**config.mk**
```make
export PLATFORM = sky130hd
export DESIGN_NAME = char_lcd_nibble_interface_unit_flat
export DESIGN_NICKNAME = d
export VERILOG_FILES = /design/src/rtl/core/clni_pkg.sv /design/src/rtl/core/clni_if.sv /design/src/rtl/core/char_lcd_nibble_interface_unit.sv /design/src/flat_wrapper.sv
export SDC_FILE = /design/constraint.sdc
export NUM_CORES = 1
export LEC_CHECK = 0
export ABC_AREA = 1
export BUFFER_PORTS_ARGS = -buffer_cell sky130_fd_sc_hd__buf_2
export CORE_AREA = 2 2 95 119
export DETAILED_ROUTE_END_ITERATION = 8
export DIE_AREA = 0 0 97 121
export PLACE_DENSITY_LB_ADDON = 0.15
export SYNTH_ARGS = -nofsm -noshare
export SYNTH_HDL_FRONTEND = slang
export SYNTH_SLANG_ARGS = --single-unit
```
**constraint.sdc**
```tcl
create_clock -name clk -period 2.7 [get_ports clk]
set_input_delay 0.675 -clock clk [delete_from_list [all_inputs] [get_ports clk]]
set_output_delay 0.675 -clock clk [all_outputs]
set_load 0.05 [all_outputs]
```
**src/rtl/core/clni_pkg.sv**
```systemverilog
// Shared types, command codes and control store for the 4-bit LCD interface unit.
package clni_pkg;

  // Request command codes
  localparam logic [2:0] CMD_INIT  = 3'd0;
  localparam logic [2:0] CMD_INSTR = 3'd1;
  localparam logic [2:0] CMD_DATA  = 3'd2;
  localparam logic [2:0] CMD_GOTO  = 3'd3;
  localparam logic [2:0] CMD_GLYPH = 3'd4;

  // Configuration register indexes
  localparam logic [1:0] REG_ENABLE_HIGH = 2'd0;
  localparam logic [1:0] REG_ENABLE_GAP  = 2'd1;
  localparam logic [1:0] REG_WRITE_WAIT  = 2'd2;
  localparam logic [1:0] REG_GOTO_WAIT   = 2'd3;

  // Register reset values
  localparam logic [9:0]  ENABLE_HIGH_RST = 10'd10;
  localparam logic [9:0]  ENABLE_GAP_RST  = 10'd50;
  localparam logic [15:0] WRITE_WAIT_RST  = 16'd10000;
  localparam logic [15:0] GOTO_WAIT_RST   = 16'd1000;

  // Fixed init waits
  localparam logic [15:0] POWER_UP_US = 16'd15000;
  localparam logic [15:0] WAKE_LONG_US = 16'd5000;
  localparam logic [15:0] WAKE_SHORT_US = 16'd160;

  // Row base addresses and glyph codes
  localparam logic [1:0] DDRAM_SET_MSB = 2'b10;    // 0x80 / 0xC0 prefix
  localparam logic [1:0] CGRAM_SET_MSB = 2'b01;    // 0x40 prefix
  localparam logic [7:0] GLYPH_DONE_BYTE = 8'h80;

  // Control store layout
  localparam int unsigned ROM_DEPTH = 38;
  localparam int unsigned PC_W = $clog2(ROM_DEPTH);
  localparam logic [PC_W-1:0] INIT_ENTRY = PC_W'(0);
  localparam logic [PC_W-1:0] BYTE_ENTRY = PC_W'(32);

  typedef logic [PC_W-1:0] pc_t;

  typedef enum logic [1:0] {
    NIB_CONST,
    NIB_HI,
    NIB_LO
  } nib_sel_t;

  typedef enum logic [2:0] {
    HOLD_EN_HIGH,
    HOLD_EN_GAP,
    HOLD_WRITE,
    HOLD_GOTO,
    HOLD_POWER_UP,
    HOLD_WAKE_LONG,
    HOLD_WAKE_SHORT
  } hold_sel_t;

  typedef enum logic [1:0] {
    SEQ_NEXT,
    SEQ_END,
    SEQ_END_UNLESS_GOTO
  } seq_t;

  typedef struct packed {
    logic      en;
    nib_sel_t  nib_sel;
    logic [3:0] nib;
    hold_sel_t hold_sel;
    seq_t      seq;
  } ucode_t;

  function automatic ucode_t uw(logic en, nib_sel_t ns, logic [3:0] nib,
                                hold_sel_t hs, seq_t sq);
    ucode_t w;
    w.en       = en;
    w.nib_sel  = ns;
    w.nib      = nib;
    w.hold_sel = hs;
    w.seq      = sq;
    return w;
  endfunction

  // Control store: init program at 0, shared byte write at 32, goto tail at 37
  function automatic ucode_t ucode_rom(pc_t pc);
    ucode_t w;
    unique case (pc)
      // power-up wait, then wake-up nibbles 3,3,3,2
      6'd0:  w = uw(1'b0, NIB_CONST, 4'h0, HOLD_POWER_UP,   SEQ_NEXT);
      6'd1:  w = uw(1'b1, NIB_CONST, 4'h3, HOLD_EN_HIGH,    SEQ_NEXT);
      6'd2:  w = uw(1'b0, NIB_CONST, 4'h3, HOLD_EN_GAP,     SEQ_NEXT);
      6'd3:  w = uw(1'b0, NIB_CONST, 4'h3, HOLD_WAKE_LONG,  SEQ_NEXT);
      6'd4:  w = uw(1'b1, NIB_CONST, 4'h3, HOLD_EN_HIGH,    SEQ_NEXT);
      6'd5:  w = uw(1'b0, NIB_CONST, 4'h3, HOLD_EN_GAP,     SEQ_NEXT);
      6'd6:  w = uw(1'b0, NIB_CONST, 4'h3, HOLD_WAKE_SHORT, SEQ_NEXT);
      6'd7:  w = uw(1'b1, NIB_CONST, 4'h3, HOLD_EN_HIGH,    SEQ_NEXT);
      6'd8:  w = uw(1'b0, NIB_CONST, 4'h3, HOLD_EN_GAP,     SEQ_NEXT);
      6'd9:  w = uw(1'b0, NIB_CONST, 4'h3, HOLD_WAKE_SHORT, SEQ_NEXT);
      6'd10: w = uw(1'b1, NIB_CONST, 4'h2, HOLD_EN_HIGH,    SEQ_NEXT);
      6'd11: w = uw(1'b0, NIB_CONST, 4'h2, HOLD_EN_GAP,     SEQ_NEXT);
      // function set 0x28
      6'd12: w = uw(1'b1, NIB_CONST, 4'h2, HOLD_EN_HIGH,    SEQ_NEXT);
      6'd13: w = uw(1'b0, NIB_CONST, 4'h2, HOLD_EN_GAP,     SEQ_NEXT);
      6'd14: w = uw(1'b1, NIB_CONST, 4'h8, HOLD_EN_HIGH,    SEQ_NEXT);
      6'd15: w = uw(1'b0, NIB_CONST, 4'h8, HOLD_EN_GAP,     SEQ_NEXT);
      6'd16: w = uw(1'b0, NIB_CONST, 4'h8, HOLD_WRITE,      SEQ_NEXT);
      // display on 0x0C
      6'd17: w = uw(1'b1, NIB_CONST, 4'h0, HOLD_EN_HIGH,    SEQ_NEXT);
      6'd18: w = uw(1'b0, NIB_CONST, 4'h0, HOLD_EN_GAP,     SEQ_NEXT);
      6'd19: w = uw(1'b1, NIB_CONST, 4'hC, HOLD_EN_HIGH,    SEQ_NEXT);
      6'd20: w = uw(1'b0, NIB_CONST, 4'hC, HOLD_EN_GAP,     SEQ_NEXT);
      6'd21: w = uw(1'b0, NIB_CONST, 4'hC, HOLD_WRITE,      SEQ_NEXT);
      // clear 0x01
      6'd22: w = uw(1'b1, NIB_CONST, 4'h0, HOLD_EN_HIGH,    SEQ_NEXT);
      6'd23: w = uw(1'b0, NIB_CONST, 4'h0, HOLD_EN_GAP,     SEQ_NEXT);
      6'd24: w = uw(1'b1, NIB_CONST, 4'h1, HOLD_EN_HIGH,    SEQ_NEXT);
      6'd25: w = uw(1'b0, NIB_CONST, 4'h1, HOLD_EN_GAP,     SEQ_NEXT);
      6'd26: w = uw(1'b0, NIB_CONST, 4'h1, HOLD_WRITE,      SEQ_NEXT);
      // entry mode 0x06
      6'd27: w = uw(1'b1, NIB_CONST, 4'h0, HOLD_EN_HIGH,    SEQ_NEXT);
      6'd28: w = uw(1'b0, NIB_CONST, 4'h0, HOLD_EN_GAP,     SEQ_NEXT);
      6'd29: w = uw(1'b1, NIB_CONST, 4'h6, HOLD_EN_HIGH,    SEQ_NEXT);
      6'd30: w = uw(1'b0, NIB_CONST, 4'h6, HOLD_EN_GAP,     SEQ_NEXT);
      6'd31: w = uw(1'b0, NIB_CONST, 4'h6, HOLD_WRITE,      SEQ_END);
      // request byte, both nibbles and settle
      6'd32: w = uw(1'b1, NIB_HI,    4'h0, HOLD_EN_HIGH,    SEQ_NEXT);
      6'd33: w = uw(1'b0, NIB_HI,    4'h0, HOLD_EN_GAP,     SEQ_NEXT);
      6'd34: w = uw(1'b1, NIB_LO,    4'h0, HOLD_EN_HIGH,    SEQ_NEXT);
      6'd35: w = uw(1'b0, NIB_LO,    4'h0, HOLD_EN_GAP,     SEQ_NEXT);
      6'd36: w = uw(1'b0, NIB_LO,    4'h0, HOLD_WRITE,      SEQ_END_UNLESS_GOTO);
      // goto extra wait
      6'd37: w = uw(1'b0, NIB_LO,    4'h0, HOLD_GOTO,       SEQ_END);
      default: w = uw(1'b0, NIB_LO,  4'h0, HOLD_GOTO,       SEQ_END);
    endcase
    return w;
  endfunction

endpackage

```
**src/rtl/core/clni_if.sv**
```systemverilog
// Request and pin-state channel interfaces for the LCD interface unit.
interface clni_req_if;
  logic       valid;
  logic       ready;
  logic [2:0] command;
  logic [7:0] byte_value;
  logic [5:0] column;
  logic       row;
  logic [3:0] glyph_slot;

  modport source (output valid, command, byte_value, column, row, glyph_slot,
                  input ready);
  modport sink   (input valid, command, byte_value, column, row, glyph_slot,
                  output ready);
endinterface

interface clni_pin_if;
  logic        valid;
  logic        ready;
  logic        reg_select;
  logic        enable_pin;
  logic [3:0]  bus_nibble;
  logic [15:0] hold_us;
  logic        last;

  modport source (output valid, reg_select, enable_pin, bus_nibble, hold_us, last,
                  input ready);
  modport sink   (input valid, reg_select, enable_pin, bus_nibble, hold_us, last,
                  output ready);
endinterface

```
**src/rtl/core/char_lcd_nibble_interface_unit.sv**
```systemverilog
// Top level: microcoded 4-bit character LCD pin sequencer.
// Acceptance latches the request into the sequencer; its first control word then issues a pin-state beat.
// Throughput: one pin-state beat per cycle while the sink is ready; each beat issues one
// control word, so init runs 32 control words, a byte or glyph 5 and a goto 6.
// A new request is taken once the last control word of the current one has issued.
// Reset (synchronous, rst high): sequencer idle, no beat pending, registers to defaults.
module char_lcd_nibble_interface_unit (
  input  logic              clk,
  input  logic              rst,
  clni_req_if.sink          req,
  clni_pin_if.source        pins,
  input  logic              cfg_write,
  input  logic [1:0]        cfg_index,
  input  logic [15:0]       cfg_data
);
  import clni_pkg::*;

  // configuration registers
  logic [9:0]  enable_high_us;
  logic [9:0]  enable_gap_us;
  logic [15:0] write_wait_us;
  logic [15:0] goto_wait_us;

  // sequencer state
  logic       busy;
  pc_t        pc;
  logic [7:0] cur_byte;
  logic       cur_rs;
  logic       is_goto;

  // output register
  logic        out_valid;
  logic        out_rs;
  logic        out_en;
  logic [3:0]  out_nib;
  logic [15:0] out_hold;
  logic        out_last;

  ucode_t     uc;
  logic       step_fire;
  logic       step_end;
  logic [3:0] nib_val;
  logic [15:0] hold_val;
  logic       req_take;
  logic       req_known;
  pc_t        entry_pc;
  logic [7:0] req_byte;
  logic       req_rs;

  assign req.ready  = !busy;
  assign req_take   = req.valid && req.ready;
  assign step_fire  = busy && (!out_valid || pins.ready);

  assign pins.valid      = out_valid;
  assign pins.reg_select = out_rs;
  assign pins.enable_pin = out_en;
  assign pins.bus_nibble = out_nib;
  assign pins.hold_us    = out_hold;
  assign pins.last       = out_last;

  // request decode: byte to send, register select, program entry
  always_comb begin
    req_known = 1'b1;
    entry_pc  = BYTE_ENTRY;
    req_byte  = req.byte_value;
    req_rs    = 1'b0;
    unique case (req.command)
      CMD_INIT:  entry_pc = INIT_ENTRY;
      CMD_INSTR: req_byte = req.byte_value;
      CMD_DATA:  req_rs = 1'b1;
      CMD_GOTO:  req_byte = {DDRAM_SET_MSB[1], req.row, req.column};
      CMD_GLYPH: req_byte = req.glyph_slot[3] ? GLYPH_DONE_BYTE
                                              : {CGRAM_SET_MSB, req.glyph_slot[2:0], 3'b000};
      default:   req_known = 1'b0;
    endcase
  end

  // control word fetch and datapath selects
  assign uc = ucode_rom(pc);

  always_comb begin
    unique case (uc.nib_sel)
      NIB_CONST: nib_val = uc.nib;
      NIB_HI:    nib_val = cur_byte[7:4];
      NIB_LO:    nib_val = cur_byte[3:0];
      default:   nib_val = cur_byte[3:0];
    endcase
  end

  always_comb begin
    unique case (uc.hold_sel)
      HOLD_EN_HIGH:    hold_val = {6'd0, enable_high_us};
      HOLD_EN_GAP:     hold_val = {6'd0, enable_gap_us};
      HOLD_WRITE:      hold_val = write_wait_us;
      HOLD_GOTO:       hold_val = goto_wait_us;
      HOLD_POWER_UP:   hold_val = POWER_UP_US;
      HOLD_WAKE_LONG:  hold_val = WAKE_LONG_US;
      HOLD_WAKE_SHORT: hold_val = WAKE_SHORT_US;
      default:         hold_val = goto_wait_us;
    endcase
  end

  always_comb begin
    unique case (uc.seq)
      SEQ_NEXT:            step_end = 1'b0;
      SEQ_END:             step_end = 1'b1;
      SEQ_END_UNLESS_GOTO: step_end = !is_goto;
      default:             step_end = 1'b1;
    endcase
  end

  // registers, sequencer and output beat
  always_ff @(posedge clk) begin
    if (rst) begin
      busy           <= 1'b0;
      pc             <= INIT_ENTRY;
      out_valid      <= 1'b0;
      enable_high_us <= ENABLE_HIGH_RST;
      enable_gap_us  <= ENABLE_GAP_RST;
      write_wait_us  <= WRITE_WAIT_RST;
      goto_wait_us   <= GOTO_WAIT_RST;
    end else begin
      if (cfg_write) begin
        unique case (cfg_index)
          REG_ENABLE_HIGH: enable_high_us <= cfg_data[9:0];
          REG_ENABLE_GAP:  enable_gap_us  <= cfg_data[9:0];
          REG_WRITE_WAIT:  write_wait_us  <= cfg_data;
          REG_GOTO_WAIT:   goto_wait_us   <= cfg_data;
          default: ;
        endcase
      end

      if (req_take && req_known) begin
        busy     <= 1'b1;
        pc       <= entry_pc;
        cur_byte <= req_byte;
        cur_rs   <= req_rs;
        is_goto  <= (req.command == CMD_GOTO);
      end

      if (step_fire) begin
        out_valid <= 1'b1;
        out_rs    <= cur_rs;
        out_en    <= uc.en;
        out_nib   <= nib_val;
        out_hold  <= hold_val;
        out_last  <= step_end;
        if (step_end) begin
          busy <= 1'b0;
        end else begin
          pc <= pc + PC_W'(1);
        end
      end else if (pins.ready) begin
        out_valid <= 1'b0;
      end
    end
  end

  // step counter stays inside the control store while running
  a_pc_range: assert property (@(posedge clk) disable iff (rst)
    busy |-> (pc < PC_W'(ROM_DEPTH)))
    else $error("step counter outside control store");

  // issuing the final control word of a run frees the sequencer
  a_last_idle: assert property (@(posedge clk) disable iff (rst)
    (step_fire && step_end) |=> (!busy && out_valid && out_last))
    else $error("sequencer still busy after final beat issued");

  // an init request starts at the first control word
  a_init_entry: assert property (@(posedge clk) disable iff (rst)
    (req_take && req.command == CMD_INIT) |=> (busy && pc == INIT_ENTRY))
    else $error("init did not start at program entry");

  // a step only issues when the output register can take it
  a_no_overwrite: assert property (@(posedge clk) disable iff (rst)
    (out_valid && !pins.ready) |=> (out_valid && $stable(out_hold) && $stable(out_nib)))
    else $error("pending beat overwritten");

endmodule
```
**src/flat_wrapper.sv**
```systemverilog
// flat-port wrapper written by rule: the top's interface ports become plain ports
module char_lcd_nibble_interface_unit_flat import clni_pkg::*;
  (clk, rst, cfg_write, cfg_index, cfg_data, req_valid, req_command, req_byte_value, req_column, req_row, req_glyph_slot, req_ready, pins_valid, pins_reg_select, pins_enable_pin, pins_bus_nibble, pins_hold_us, pins_last, pins_ready);
  clni_req_if req_i ();
  clni_pin_if pins_i ();
  input  logic clk;
  input  logic rst;
  input  logic cfg_write;
  input  logic [1:0] cfg_index;
  input  logic [15:0] cfg_data;
  input wire logic [$bits(req_i.valid)-1:0] req_valid;
  input wire logic [$bits(req_i.command)-1:0] req_command;
  input wire logic [$bits(req_i.byte_value)-1:0] req_byte_value;
  input wire logic [$bits(req_i.column)-1:0] req_column;
  input wire logic [$bits(req_i.row)-1:0] req_row;
  input wire logic [$bits(req_i.glyph_slot)-1:0] req_glyph_slot;
  output wire logic [$bits(req_i.ready)-1:0] req_ready;
  output wire logic [$bits(pins_i.valid)-1:0] pins_valid;
  output wire logic [$bits(pins_i.reg_select)-1:0] pins_reg_select;
  output wire logic [$bits(pins_i.enable_pin)-1:0] pins_enable_pin;
  output wire logic [$bits(pins_i.bus_nibble)-1:0] pins_bus_nibble;
  output wire logic [$bits(pins_i.hold_us)-1:0] pins_hold_us;
  output wire logic [$bits(pins_i.last)-1:0] pins_last;
  input wire logic [$bits(pins_i.ready)-1:0] pins_ready;
  assign req_i.valid = req_valid;
  assign req_i.command = req_command;
  assign req_i.byte_value = req_byte_value;
  assign req_i.column = req_column;
  assign req_i.row = req_row;
  assign req_i.glyph_slot = req_glyph_slot;
  assign req_ready = req_i.ready;
  assign pins_valid = pins_i.valid;
  assign pins_reg_select = pins_i.reg_select;
  assign pins_enable_pin = pins_i.enable_pin;
  assign pins_bus_nibble = pins_i.bus_nibble;
  assign pins_hold_us = pins_i.hold_us;
  assign pins_last = pins_i.last;
  assign pins_i.ready = pins_ready;
  char_lcd_nibble_interface_unit u_core (.clk(clk), .rst(rst), .req(req_i), .pins(pins_i), .cfg_write(cfg_write), .cfg_index(cfg_index), .cfg_data(cfg_data));
endmodule
```
==> run metrics, run 1 <==
kind of capture point of the worst setup path flip-flop; worst min-delay path category reg2reg; buffer levels on the longest clock path 2; # port buffers 69; count of instances resized after the clock tree is built 0; register-to-register path setup slack 0.47 ns; wirelength, routed 11.0 mm; number of hold violations in the final report 0; initial antenna violation count 0; VDD IR max 0.273 mV; Max Clock Freq 449 MHz; share of synthesized area occupied by flip-flops and latches 0.522; unrepaired setup endpoints after global routing no; drt via density 5.05; antenna cell count 0; startpoint type of the worst setup path flip-flop; GR Overflow Total 0; worst slack, placed 0.193 ns; critical path data required time 2.93 ns; finished layout cell area 5470 um2; Routed wire per std cell 14.0 um; capture instance of the worst register-to-register path u_core.uc[2]$_DFF_P_; number of warnings printed during yosys synthesis 0; post-synthesis instance area 4660 um2; top cell type's share of synthesized area 0.309; area overhead of the layout relative to synthesis 17.5%; Gate Count Post-Synth 570; sum of buffers and inverters on the critical path 4; top-count cell post-synth sky130_fd_sc_hd__nand2_1; clock transition at the registers of the reported paths 0.07 ns; kind of cell adding the most delay to the critical path simple AND/OR/NAND/NOR gates; Netlist cell types 40; Starting DRT DRC Count 190; cell types with the largest area share after synthesis sky130_fd_sc_hd__dfxtp_1 (31%), sky130_fd_sc_hd__edfxtp_1 (21%), sky130_fd_sc_hd__nand2_1 (10%); HPWL reported at the end of detailed placement 7.89 mm; shortest clock period the worst path allows after layout 2.23 ns; maximum number of pins on one net before global-route repair 57; sum of internal, switching and leakage power 3.46 mW; most prevalent standard cell on the critical path sky130_fd_sc_hd__nand2_1; fraction of layout instances using a drive strength above 1 0.207; cts hold-fix bufs 0; H-tree Lvls 3; Worst-Margin Slew 0.755 ns; standard cell with the maximum stage delay on the critical path sky130_fd_sc_hd__edfxtp_1; maximum cell stage delay along the critical path 0.38 ns; Synth top cells by count sky130_fd_sc_hd__nand2_1 (129), sky130_fd_sc_hd__nor2_1 (85), sky130_fd_sc_hd__dfxtp_1 (72); Via Count 3956; Relative slew margins 0.492; static leakage 2.41 nW; mean instance size in the synthesized netlist 8.17 um2; final-report setup violation count 0; clock latency on the worst-skew pair 0.35 ns; syn_nets 621; length in cells of the worst reg-to-reg path 15; area of the die 11700 um2; Final TNS setup 0 ns; clock tree from TritonCTS built; net total in the final layout 697; power density over the cells 633 nW/um2; Pre-Repair DR Iteration Count 5; Setup CP Type reg2reg; Core Footprint 10600 um2; Site Rows 42; biggest area consumer among synthesized cells sky130_fd_sc_hd__dfxtp_1; cell area reported after detailed placement 5180 um2; clock buffers created by TritonCTS 9; number of cells on the critical path 15; total global routing track utilization 0.190; Final period util 0.824; end point of the critical path u_core.uc[2]$_DFF_P_; EDFF count, synth 33; count of clock tree sinks 105; Arr. time, crit path 2.46 ns; Post-synth ARST share 0; starting utilization of the core area 0.441; Setup Fix Bufs, Post-CTS 0; crit path setup slack, layout 0.475 ns; maximum clock skew at final layout 0.00680 ns; root buf cell sky130_fd_sc_hd__clkbuf_16; Final Max Tran Viols 0; routability congestion estimate from global placement 0.912; total of flip-flops plus latches after synthesis 105; first-pass GRT wire length 17.8 mm; vias in the first global route 3795; DRC violation count after routing 0; reg-to-reg startpoint u_core.is_goto$_DFFE_PP_; die span in x 97 um; chip height 121 um; Antenna Nets Post-Route 0; outcome completed; count of max-cap constraint violations 0; ys flop type sky130_fd_sc_hd__dfxtp_1; number of placed I/O pins 70; start point of the critical path u_core.is_goto$_DFFE_PP_; maximum net fanout on the critical path 7; cells along the critical path inv_1 -> a21oi_1 -> nand2_4 -> o22ai_2 -> inv_2 -> nor2_2 -> inv_2 -> ha_1 -> inv_1 -> nand2_1 -> o21ai_2 -> nand2_1 -> nand2_1 -> nand2_1 -> nand3_2
## per-layer routing
metal | vias to the layer above | wire length [um] | global-route usage
met3 | 13 | 391 | 0.0334
met4 | 0 | 194 | 0.0739
met2 | 90 | 5860 | 0.361
met5 | - | 0 | 0
li1 | 2042 | - | -
met1 | 1811 | 4510 | 0.208
## state kept, by name, indices dropped and copies added, names as in the netlist, 4 cells and up
register	flops
u_core.goto_wait_us	16
u_core.write_wait_us	16
u_core.uc	12
u_core.pc	6
u_core.pins.bus_nibble	4
u_core.cur_byte	8
u_core.enable_high_us	10
u_core.enable_gap_us	10
u_core.pins.hold_us	16
## power by group
part           total [mW]  switching [mW]  internal, mW
sequential           1.75          0.0368          1.72
clock                1.30           0.579         0.719
combinational       0.410           0.279         0.132
total                3.46           0.895          2.57
## cells in the final DEF, fill, tap and decap left out, types with 13 or more instances in the layout
master                     count
sky130_fd_sc_hd__a21oi_1      24
sky130_fd_sc_hd__buf_4        13
sky130_fd_sc_hd__nand2_1     129
sky130_fd_sc_hd__edfxtp_1     33
sky130_fd_sc_hd__nor2_1       84
sky130_fd_sc_hd__dfxtp_1      72
sky130_fd_sc_hd__inv_1        35
sky130_fd_sc_hd__buf_2        69
sky130_fd_sc_hd__nand3_1      46
sky130_fd_sc_hd__o21ai_0      48
## worst min-delay path by stage
| stage | from | end | cells past startpoint |
|---|---|---|---|
| floorplan | u_core.uc[11]$_DFF_P_ | u_core.pins.enable_pin$_DFFE_PP_ | 0 |
| global placement | u_core.cur_rs$_DFFE_PP_ | u_core.pins.reg_select$_DFFE_PP_ | 0 |
| detailed placement | u_core.cur_rs$_DFFE_PP_ | u_core.pins.reg_select$_DFFE_PP_ | 0 |
| CTS | u_core.cur_rs$_DFFE_PP_ | u_core.pins.reg_select$_DFFE_PP_ | 0 |
| global route | u_core.cur_rs$_DFFE_PP_ | u_core.pins.reg_select$_DFFE_PP_ | 0 |
| finish | u_core.cur_rs$_DFFE_PP_ | u_core.pins.reg_select$_DFFE_PP_ | 0 |
## per-stage QoR
step	utilization	hold WS, ns	cells
floorplan	-	0.386	570
finish	0.518	0.420	783
global route	0.518	0.425	783
global placement	0.490	0.404	767
CTS	0.518	0.423	783
detailed placement	0.490	0.421	767
## logic make-up (layout without fill, tap and decap cells)
group           Yosys count  count (layout)  synth area share
buf+inv                  64             145            0.0575
compound gates           97              97             0.120
fa+ha+maj                 6               6            0.0161
simple gates            298             298             0.285
flops                   105             105             0.522
## worst reg2reg max path, delay by kind of cell, from the launching register on
family                   cells  cell delay (ns)
AO/OA/AOI/OAI                3             0.53
adder cells (fa/ha/maj)      1             0.28
buffers and inverters        4             0.28
flip-flops                   1             0.38
AND/OR/NAND/NOR              7             0.65
## area by class of cell
| class | instances | area, um2 |
|---|---|---|
| Inverter | 47 | 176 |
| Clock buffer | 9 | 225 |
| Multi-Input combinational cell | 401 | 1960 |
| Timing Repair Buffer | 82 | 443 |
| Sequential cell | 105 | 2430 |
| Tap cell | 132 | 165 |
| Clock inverter | 7 | 68.8 |
| Fill cell | 1048 | 5090 |
(Power assumes the default switching activity.)
==> run 2: changes to the inputs <==
- ABC_AREA: 1 -> 0
- CORE_AREA: 2 2 95 119 -> 2 2 96 122
- DIE_AREA: 0 0 97 121 -> 0 0 98 124
- clock period: 2.7 -> 1.8 ns (I/O delays scaled with it)
==> run 2 against run 1 <==
Against the previous run: the flow now finishes with violations (negative setup slack); largest power group unchanged; critical path depth is 5 lower; largest cell class is now multi-input combinational cells; count of clock-buffer cells in the layout is 2 higher; critical path type unchanged; register-to-register slack worse by 1.2 ns.
==> run metrics, run 2 <==
count of max-cap constraint violations 0 (unchanged); cts hold-fix bufs 0 (unchanged); clock tree from TritonCTS built; standard cell with the maximum stage delay on the critical path sky130_fd_sc_hd__or4_4; Final Max Tran Viols 0 (unchanged); share of synthesized area occupied by flip-flops and latches 0.500 (-0.0222); HPWL reported at the end of detailed placement 9.46 mm (+20%); GR Overflow Total 0 (unchanged); most prevalent standard cell on the critical path sky130_fd_sc_hd__buf_4; Antenna Nets Post-Route 0 (unchanged); placed cells 795 (+3.7%); critical path data required time 2.09 ns (-0.84 ns); non-filler cells in the finished layout 826 (+5.5%); buffer levels on the longest clock path 2 (unchanged); number of warnings printed during yosys synthesis 0 (unchanged); Max Clock Freq 393 MHz (-12%); ys flop type sky130_fd_sc_hd__dfxtp_1; wirelength, routed 13.6 mm (+24%); net total in the final layout 737 (+5.7%); die span in x 98 um (+1.0%); Final TNS setup -8.47 ns (-8.47 ns); fraction of layout instances using a drive strength above 1 0.330 (+0.123); total global routing track utilization 0.221 (+0.0312); number of placed I/O pins 70 (unchanged); worst hold path depth 3 (+3); # port buffers 69 (unchanged); starting utilization of the core area 0.445 (+0.00440); kind of cell adding the most delay to the critical path simple AND/OR/NAND/NOR gates; maximum number of pins on one net before global-route repair 28 (-51%); routability congestion estimate from global placement 0.868 (-4.7%); syn_nets 599 (-3.5%); Netlist cell types 60 (+50%); Final period util 1.41 (+0.588); number of fill cells 960 (-8.4%); clock latency on the worst-skew pair 0.35 ns (about the same); maximum clock skew at final layout 0.00690 ns (+0.000105 ns); Site Rows 43 (+2.4%); Starting DRT DRC Count 142 (-25%); maximum net fanout on the critical path 4 (-3); Pre-Repair DR Iteration Count 4 (-1); violated checks negative setup slack; length in cells of the worst reg-to-reg path 10 (-5); capture instance of the worst register-to-register path u_core.uc[11]$_DFF_P_; Gate Count Post-Synth 548 (-3.9%); VDD IR max 0.433 mV (+59%); clock transition at the registers of the reported paths 0.07 ns (about the same); vias in the first global route 4308 (+14%); power density over the cells 833 nW/um2 (+32%); area of the die 12200 um2 (+3.5%); Post-synth ARST share 0 (unchanged); initial antenna violation count 0 (unchanged); crit path setup slack, layout -0.742 ns (-1.22 ns); Routed wire per std cell 16.4 um (+17%); clock buffers created by TritonCTS 9 (unchanged); top-count cell post-synth sky130_fd_sc_hd__nand2_1; sum of buffers and inverters on the critical path 4 (unchanged); Arr. time, crit path 2.83 ns (+0.37 ns); unrepaired setup endpoints after global routing yes; Synth top cells by count sky130_fd_sc_hd__nand2_1 (110), sky130_fd_sc_hd__dfxtp_1 (72), sky130_fd_sc_hd__a21oi_1 (46); antenna cell count 0 (unchanged); static leakage 2.66 nW (+10%); total of flip-flops plus latches after synthesis 105 (unchanged); area overhead of the layout relative to synthesis 34.9%; Core Footprint 10900 um2 (+3.4%); DRC violation count after routing 0 (unchanged); register-to-register path setup slack -0.74 ns (-1.22 ns); biggest area consumer among synthesized cells sky130_fd_sc_hd__dfxtp_1; reg-to-reg startpoint u_core.busy$_SDFF_PP0_; H-tree Lvls 3 (unchanged); chip height 124 um (+2.5%); startpoint type of the worst setup path flip-flop; Relative slew margins 0.512 (+0.0199); Worst Hold End u_core.write_wait_us[13]$_SDFFE_PP1P_; most common cell after layout, fill and taps aside sky130_fd_sc_hd__nand2_1; final hold slack 0.331 ns (-0.0892 ns); top cell type's share of synthesized area 0.296 (-0.0131); root buf cell sky130_fd_sc_hd__clkbuf_16; maximum cell stage delay along the critical path 0.58 ns (+0.20 ns); sum of internal, switching and leakage power 5.47 mW (+58%); Worst-Margin Slew 0.730 ns (-0.0256 ns); Via Count 4470 (+13%); start point of the worst hold path cfg_data[13]; count of clock tree sinks 105 (unchanged); cells along the critical path inv_8 -> or4_4 -> buf_4 -> nand3_4 -> a31o_4 -> clkinv_4 -> buf_4 -> or3_4 -> or3_1 -> nand3_1; outcome finished, violations left; mean instance size in the synthesized netlist 8.88 um2 (+8.6%); worst min-delay path category in2reg; worst slack, placed -0.814 ns (-1.01 ns); EDFF count, synth 33 (unchanged); Setup CP Type reg2reg; kind of capture point of the worst setup path flip-flop; final-report setup violation count 16 (+16); cell types with the largest area share after synthesis sky130_fd_sc_hd__dfxtp_1 (30%), sky130_fd_sc_hd__edfxtp_1 (20%), sky130_fd_sc_hd__nand2_1 (8.5%); shortest clock period the worst path allows after layout 2.54 ns (+0.316 ns); post-synthesis instance area 4860 um2 (+4.4%); commonest non-fill, non-tap cells in the layout sky130_fd_sc_hd__nand2_1 (106), sky130_fd_sc_hd__buf_4 (80), sky130_fd_sc_hd__dfxtp_1 (70); number of hold violations in the final report 0 (unchanged); first-pass GRT wire length 21.2 mm (+19%); drt via density 5.41 (+7.1%)
run 2: cell count changes after synthesis, moves of 7 or more:
cell                       delta
sky130_fd_sc_hd__nand2_1     -19
sky130_fd_sc_hd__nand3_1     -21
sky130_fd_sc_hd__nor2_1      -55
sky130_fd_sc_hd__inv_2        -8
sky130_fd_sc_hd__inv_1       -20
sky130_fd_sc_hd__clkbuf_1    +17
sky130_fd_sc_hd__nor2b_1     +11
sky130_fd_sc_hd__a21oi_1     +22
sky130_fd_sc_hd__mux2i_1     +20
sky130_fd_sc_hd__o21ai_0     -14
sky130_fd_sc_hd__nand2_2      -7
run 2: how the worst max path moves through the flow:
stage,end,from,slack (ns),cells past startpoint
floorplan,u_core.uc[2]$_DFF_P_,u_core.busy$_SDFF_PP0_,-0.76,13
CTS,u_core.uc[2]$_DFF_P_,u_core.is_goto$_DFFE_PP_,-0.74,12
global placement,u_core.uc[3]$_DFF_P_,pins_ready,-0.79,12
global route,u_core.uc[11]$_DFF_P_,u_core.busy$_SDFF_PP0_,-0.80,13
detailed placement,u_core.uc[11]$_DFF_P_,req_command[0],-0.81,15
finish,u_core.uc[11]$_DFF_P_,u_core.busy$_SDFF_PP0_,-0.74,10
run 2: what timing repair did:
action | in CTS | in global routing
buffers inserted | 7 | 12
pin swaps | 13 | 14
setup endpoints to repair | 16 | 26
gates resized for setup | 29 | 24
run 2: logic make-up after synthesis:
group | count (synthesis) | synth area share
adder cells (fa/ha/maj) | 6 | 0.0154
buffers and inverters | 52 | 0.0442
AND/OR/NAND/NOR | 222 | 0.215
multiplexers | 21 | 0.0435
flip-flops | 105 | 0.500
AO/OA/AOI/OAI | 140 | 0.179
XOR/XNOR | 2 | 0.00360
run 2: report_power, final:
group / internal (mW) / switching, mW / total, mW
combinational: 0.355 / 0.484 / 0.839
clock: 1.13 / 0.883 / 2.01
sequential: 2.55 / 0.0592 / 2.61
total: 4.04 / 1.43 / 5.47
run 2: metal layers:
layer | GRT usage | share of wire | up-vias
met3 | 0.0337 | 0.042 | 22
met5 | 0 | 0 | -
li1 | - | - | 2222
met1 | 0.254 | 0.41 | 2115
met2 | 0.413 | 0.53 | 111
met4 | 0.0851 | 0.019 | 0
run 2: worst min-delay path, cell delays in order:
cell	delay (ns)
sky130_fd_sc_hd__buf_2	0.09
sky130_fd_sc_hd__nand2_1	0.04
sky130_fd_sc_hd__nand3_1	0.06
run 2: stage by stage:
stage,utilization,cell area (um2)
2_1_floorplan,-,4960
3_3_place_gp,0.544,5940
3_5_place_dp,0.544,5940
4_1_cts,0.586,6400
5_1_grt,0.601,6560
6_report,0.601,6560
run 2: area by class of cell:
class	count	area (um2)	area share
Clock inverter	5	62.6	0.00953
Inverter	18	87.6	0.0133
Multi-Input combinational cell	391	2460	0.375
Clock buffer	11	243	0.0370
Sequential cell	105	2440	0.372
Timing Repair Buffer	161	1100	0.168
Tap cell	135	169	0.0257
==> run 3: changes to the inputs <==
- SKIP_LAST_GASP: not set -> 1
==> run 3 against run 2 <==
Against the previous run: the run still ends with negative setup slack left; sequential share of layout area increased by 0.41 points; count of clock-buffer cells in the layout stayed put; global-route usage shrank 0.060 points; combinational power fell by 2%; fmax is 0.83% higher; register-to-register slack gained 0.02 ns; final cell count fell by 0.36%; via count down 0.96%; die area unchanged; critical path type unchanged; critical endpoint is now u_core.uc[6]$_SDFF_PN0_; largest power group unchanged.
==> run metrics, run 3 (synthesis results as in run 2) <==
Relative slew margins 0.527 (+0.0157); non-filler cells in the finished layout 823 (-0.36%); clock latency on the worst-skew pair 0.35 ns (about the same); Final period util 1.40 (-0.0116); length in cells of the worst reg-to-reg path 9 (-1); startpoint type of the worst setup path flip-flop; # port buffers 69 (unchanged); root buf cell sky130_fd_sc_hd__clkbuf_16; Final TNS setup -7.96 ns (+0.511 ns); capture instance of the worst register-to-register path u_core.uc[6]$_SDFF_PN0_; maximum number of pins on one net before global-route repair 28 (unchanged); wirelength, routed 13.3 mm (-1.7%); Max Clock Freq 397 MHz (+0.83%); clock transition at the registers of the reported paths 0.07 ns (about the same); Routed wire per std cell 16.2 um (-1.4%); VDD IR max 0.431 mV (-0.61%); count of clock tree sinks 105 (unchanged); Arr. time, crit path 2.76 ns (-0.07 ns); power density over the cells 840 nW/um2 (+0.84%); vias in the first global route 4296 (-0.28%); final-report setup violation count 16 (unchanged); first-pass GRT wire length 21.1 mm (-0.29%); Site Rows 43 (unchanged); critical path data required time 2.04 ns (-0.05 ns); most common cell after layout, fill and taps aside sky130_fd_sc_hd__nand2_1; HPWL reported at the end of detailed placement 9.46 mm (unchanged); Final Max Tran Viols 0 (unchanged); start point of the worst hold path cfg_data[13]; area of the die 12200 um2 (unchanged); kind of capture point of the worst setup path flip-flop; placed cells 795 (unchanged); Setup CP Type reg2reg; initial antenna violation count 0 (unchanged); antenna cell count 0 (unchanged); die span in x 98 um (unchanged); static leakage 2.62 nW (-1.4%); fraction of layout instances using a drive strength above 1 0.324 (-0.00583); register-to-register path setup slack -0.72 ns (+0.02 ns); DRC violation count after routing 0 (unchanged); number of placed I/O pins 70 (unchanged); buffer levels on the longest clock path 2 (unchanged); violated checks negative setup slack; reg-to-reg startpoint u_core.busy$_SDFF_PP0_; clock buffers created by TritonCTS 9 (unchanged); final hold slack 0.332 ns (+0.000794 ns); unrepaired setup endpoints after global routing yes; clock tree from TritonCTS built; Antenna Nets Post-Route 0 (unchanged); Core Footprint 10900 um2 (unchanged); sum of internal, switching and leakage power 5.45 mW (-0.25%); worst min-delay path category in2reg; chip height 124 um (unchanged); total global routing track utilization 0.220 (-0.000601); shortest clock period the worst path allows after layout 2.52 ns (-0.0208 ns); H-tree Lvls 3 (unchanged); start point of the critical path u_core.busy$_SDFF_PP0_; area overhead of the layout relative to synthesis 33.4%; net total in the final layout 734 (-0.41%); Worst-Margin Slew 0.706 ns (-0.0235 ns); outcome finished, violations left; Pre-Repair DR Iteration Count 5 (+1); routability congestion estimate from global placement 0.868 (unchanged); maximum net fanout on the critical path 4 (unchanged); end point of the critical path u_core.uc[6]$_SDFF_PN0_; cts hold-fix bufs 0 (unchanged); maximum clock skew at final layout 0.00693 ns (+0.0000299 ns); worst slack, placed -0.814 ns (unchanged); crit path setup slack, layout -0.721 ns (+0.0208 ns); Starting DRT DRC Count 142 (unchanged); GR Overflow Total 0 (unchanged); number of hold violations in the final report 0 (unchanged); drt via density 5.38 (-0.60%); Via Count 4427 (-0.96%); starting utilization of the core area 0.445 (unchanged); commonest non-fill, non-tap cells in the layout sky130_fd_sc_hd__nand2_1 (108), sky130_fd_sc_hd__buf_4 (83), sky130_fd_sc_hd__dfxtp_1 (70); count of max-cap constraint violations 0 (unchanged)
run 3: critical path, stage by stage, from the launching register on:
cell and delay (ns):
sky130_fd_sc_hd__dfxtp_4 0.38, sky130_fd_sc_hd__inv_8 0.03, sky130_fd_sc_hd__or4_4 0.58, sky130_fd_sc_hd__buf_4 0.17
sky130_fd_sc_hd__or3_4 0.33, sky130_fd_sc_hd__a31o_4 0.27, sky130_fd_sc_hd__clkinv_4 0.08, sky130_fd_sc_hd__nand2_4 0.05
sky130_fd_sc_hd__or3_4 0.33, sky130_fd_sc_hd__and4_1 0.20
run 3: metrics by stage:
stage	utilization	instance area (um2)
2_1_floorplan	-	4960
3_3_place_gp	0.544	5940
3_5_place_dp	0.544	5940
4_1_cts	0.584	6380
5_1_grt	0.594	6490
6_report	0.594	6490
run 3: area by class of cell:
class	instances	area, um2
repair buffers	158	1050
well taps	135	169
inverters	18	87.6
clock inverters	5	62.6
fillers	966	4430
flip-flops and latches	105	2440
multi-input cells	391	2440
clock buffers	11	243
run 3: routing by layer:
metal  track usage  share of wire  vias to the layer above
met2         0.413           0.53                      100
li1              -              -                     2218
met4        0.0816          0.015                        0
met5             0              0                        -
met3        0.0342          0.036                       15
met1         0.253           0.42                     2094
run 3: what timing repair did:
item	in CTS	in global routing
pin swaps	13	8
buffers inserted	7	7
setup endpoints to repair	16	26
gates resized for setup	25	18
run 3: how the worst min path moves through the flow:
stage / to / slack, ns / cells past startpoint
after detailed placement: u_core.pins.enable_pin$_DFFE_PP_ / 0.39 / 0
after global routing: u_core.goto_wait_us[11]$_SDFFE_PP0P_ / 0.34 / 3
after floorplan: u_core.pins.enable_pin$_DFFE_PP_ / 0.39 / 0
after CTS: u_core.write_wait_us[13]$_SDFFE_PP1P_ / 0.33 / 3
after global placement: u_core.pins.enable_pin$_DFFE_PP_ / 0.40 / 0
final: u_core.write_wait_us[13]$_SDFFE_PP1P_ / 0.33 / 3
run 3: where the power goes:
part,internal (mW),switching [mW]
Combinational,0.345,0.478
Clock,1.13,0.885
Sequential,2.55,0.0597
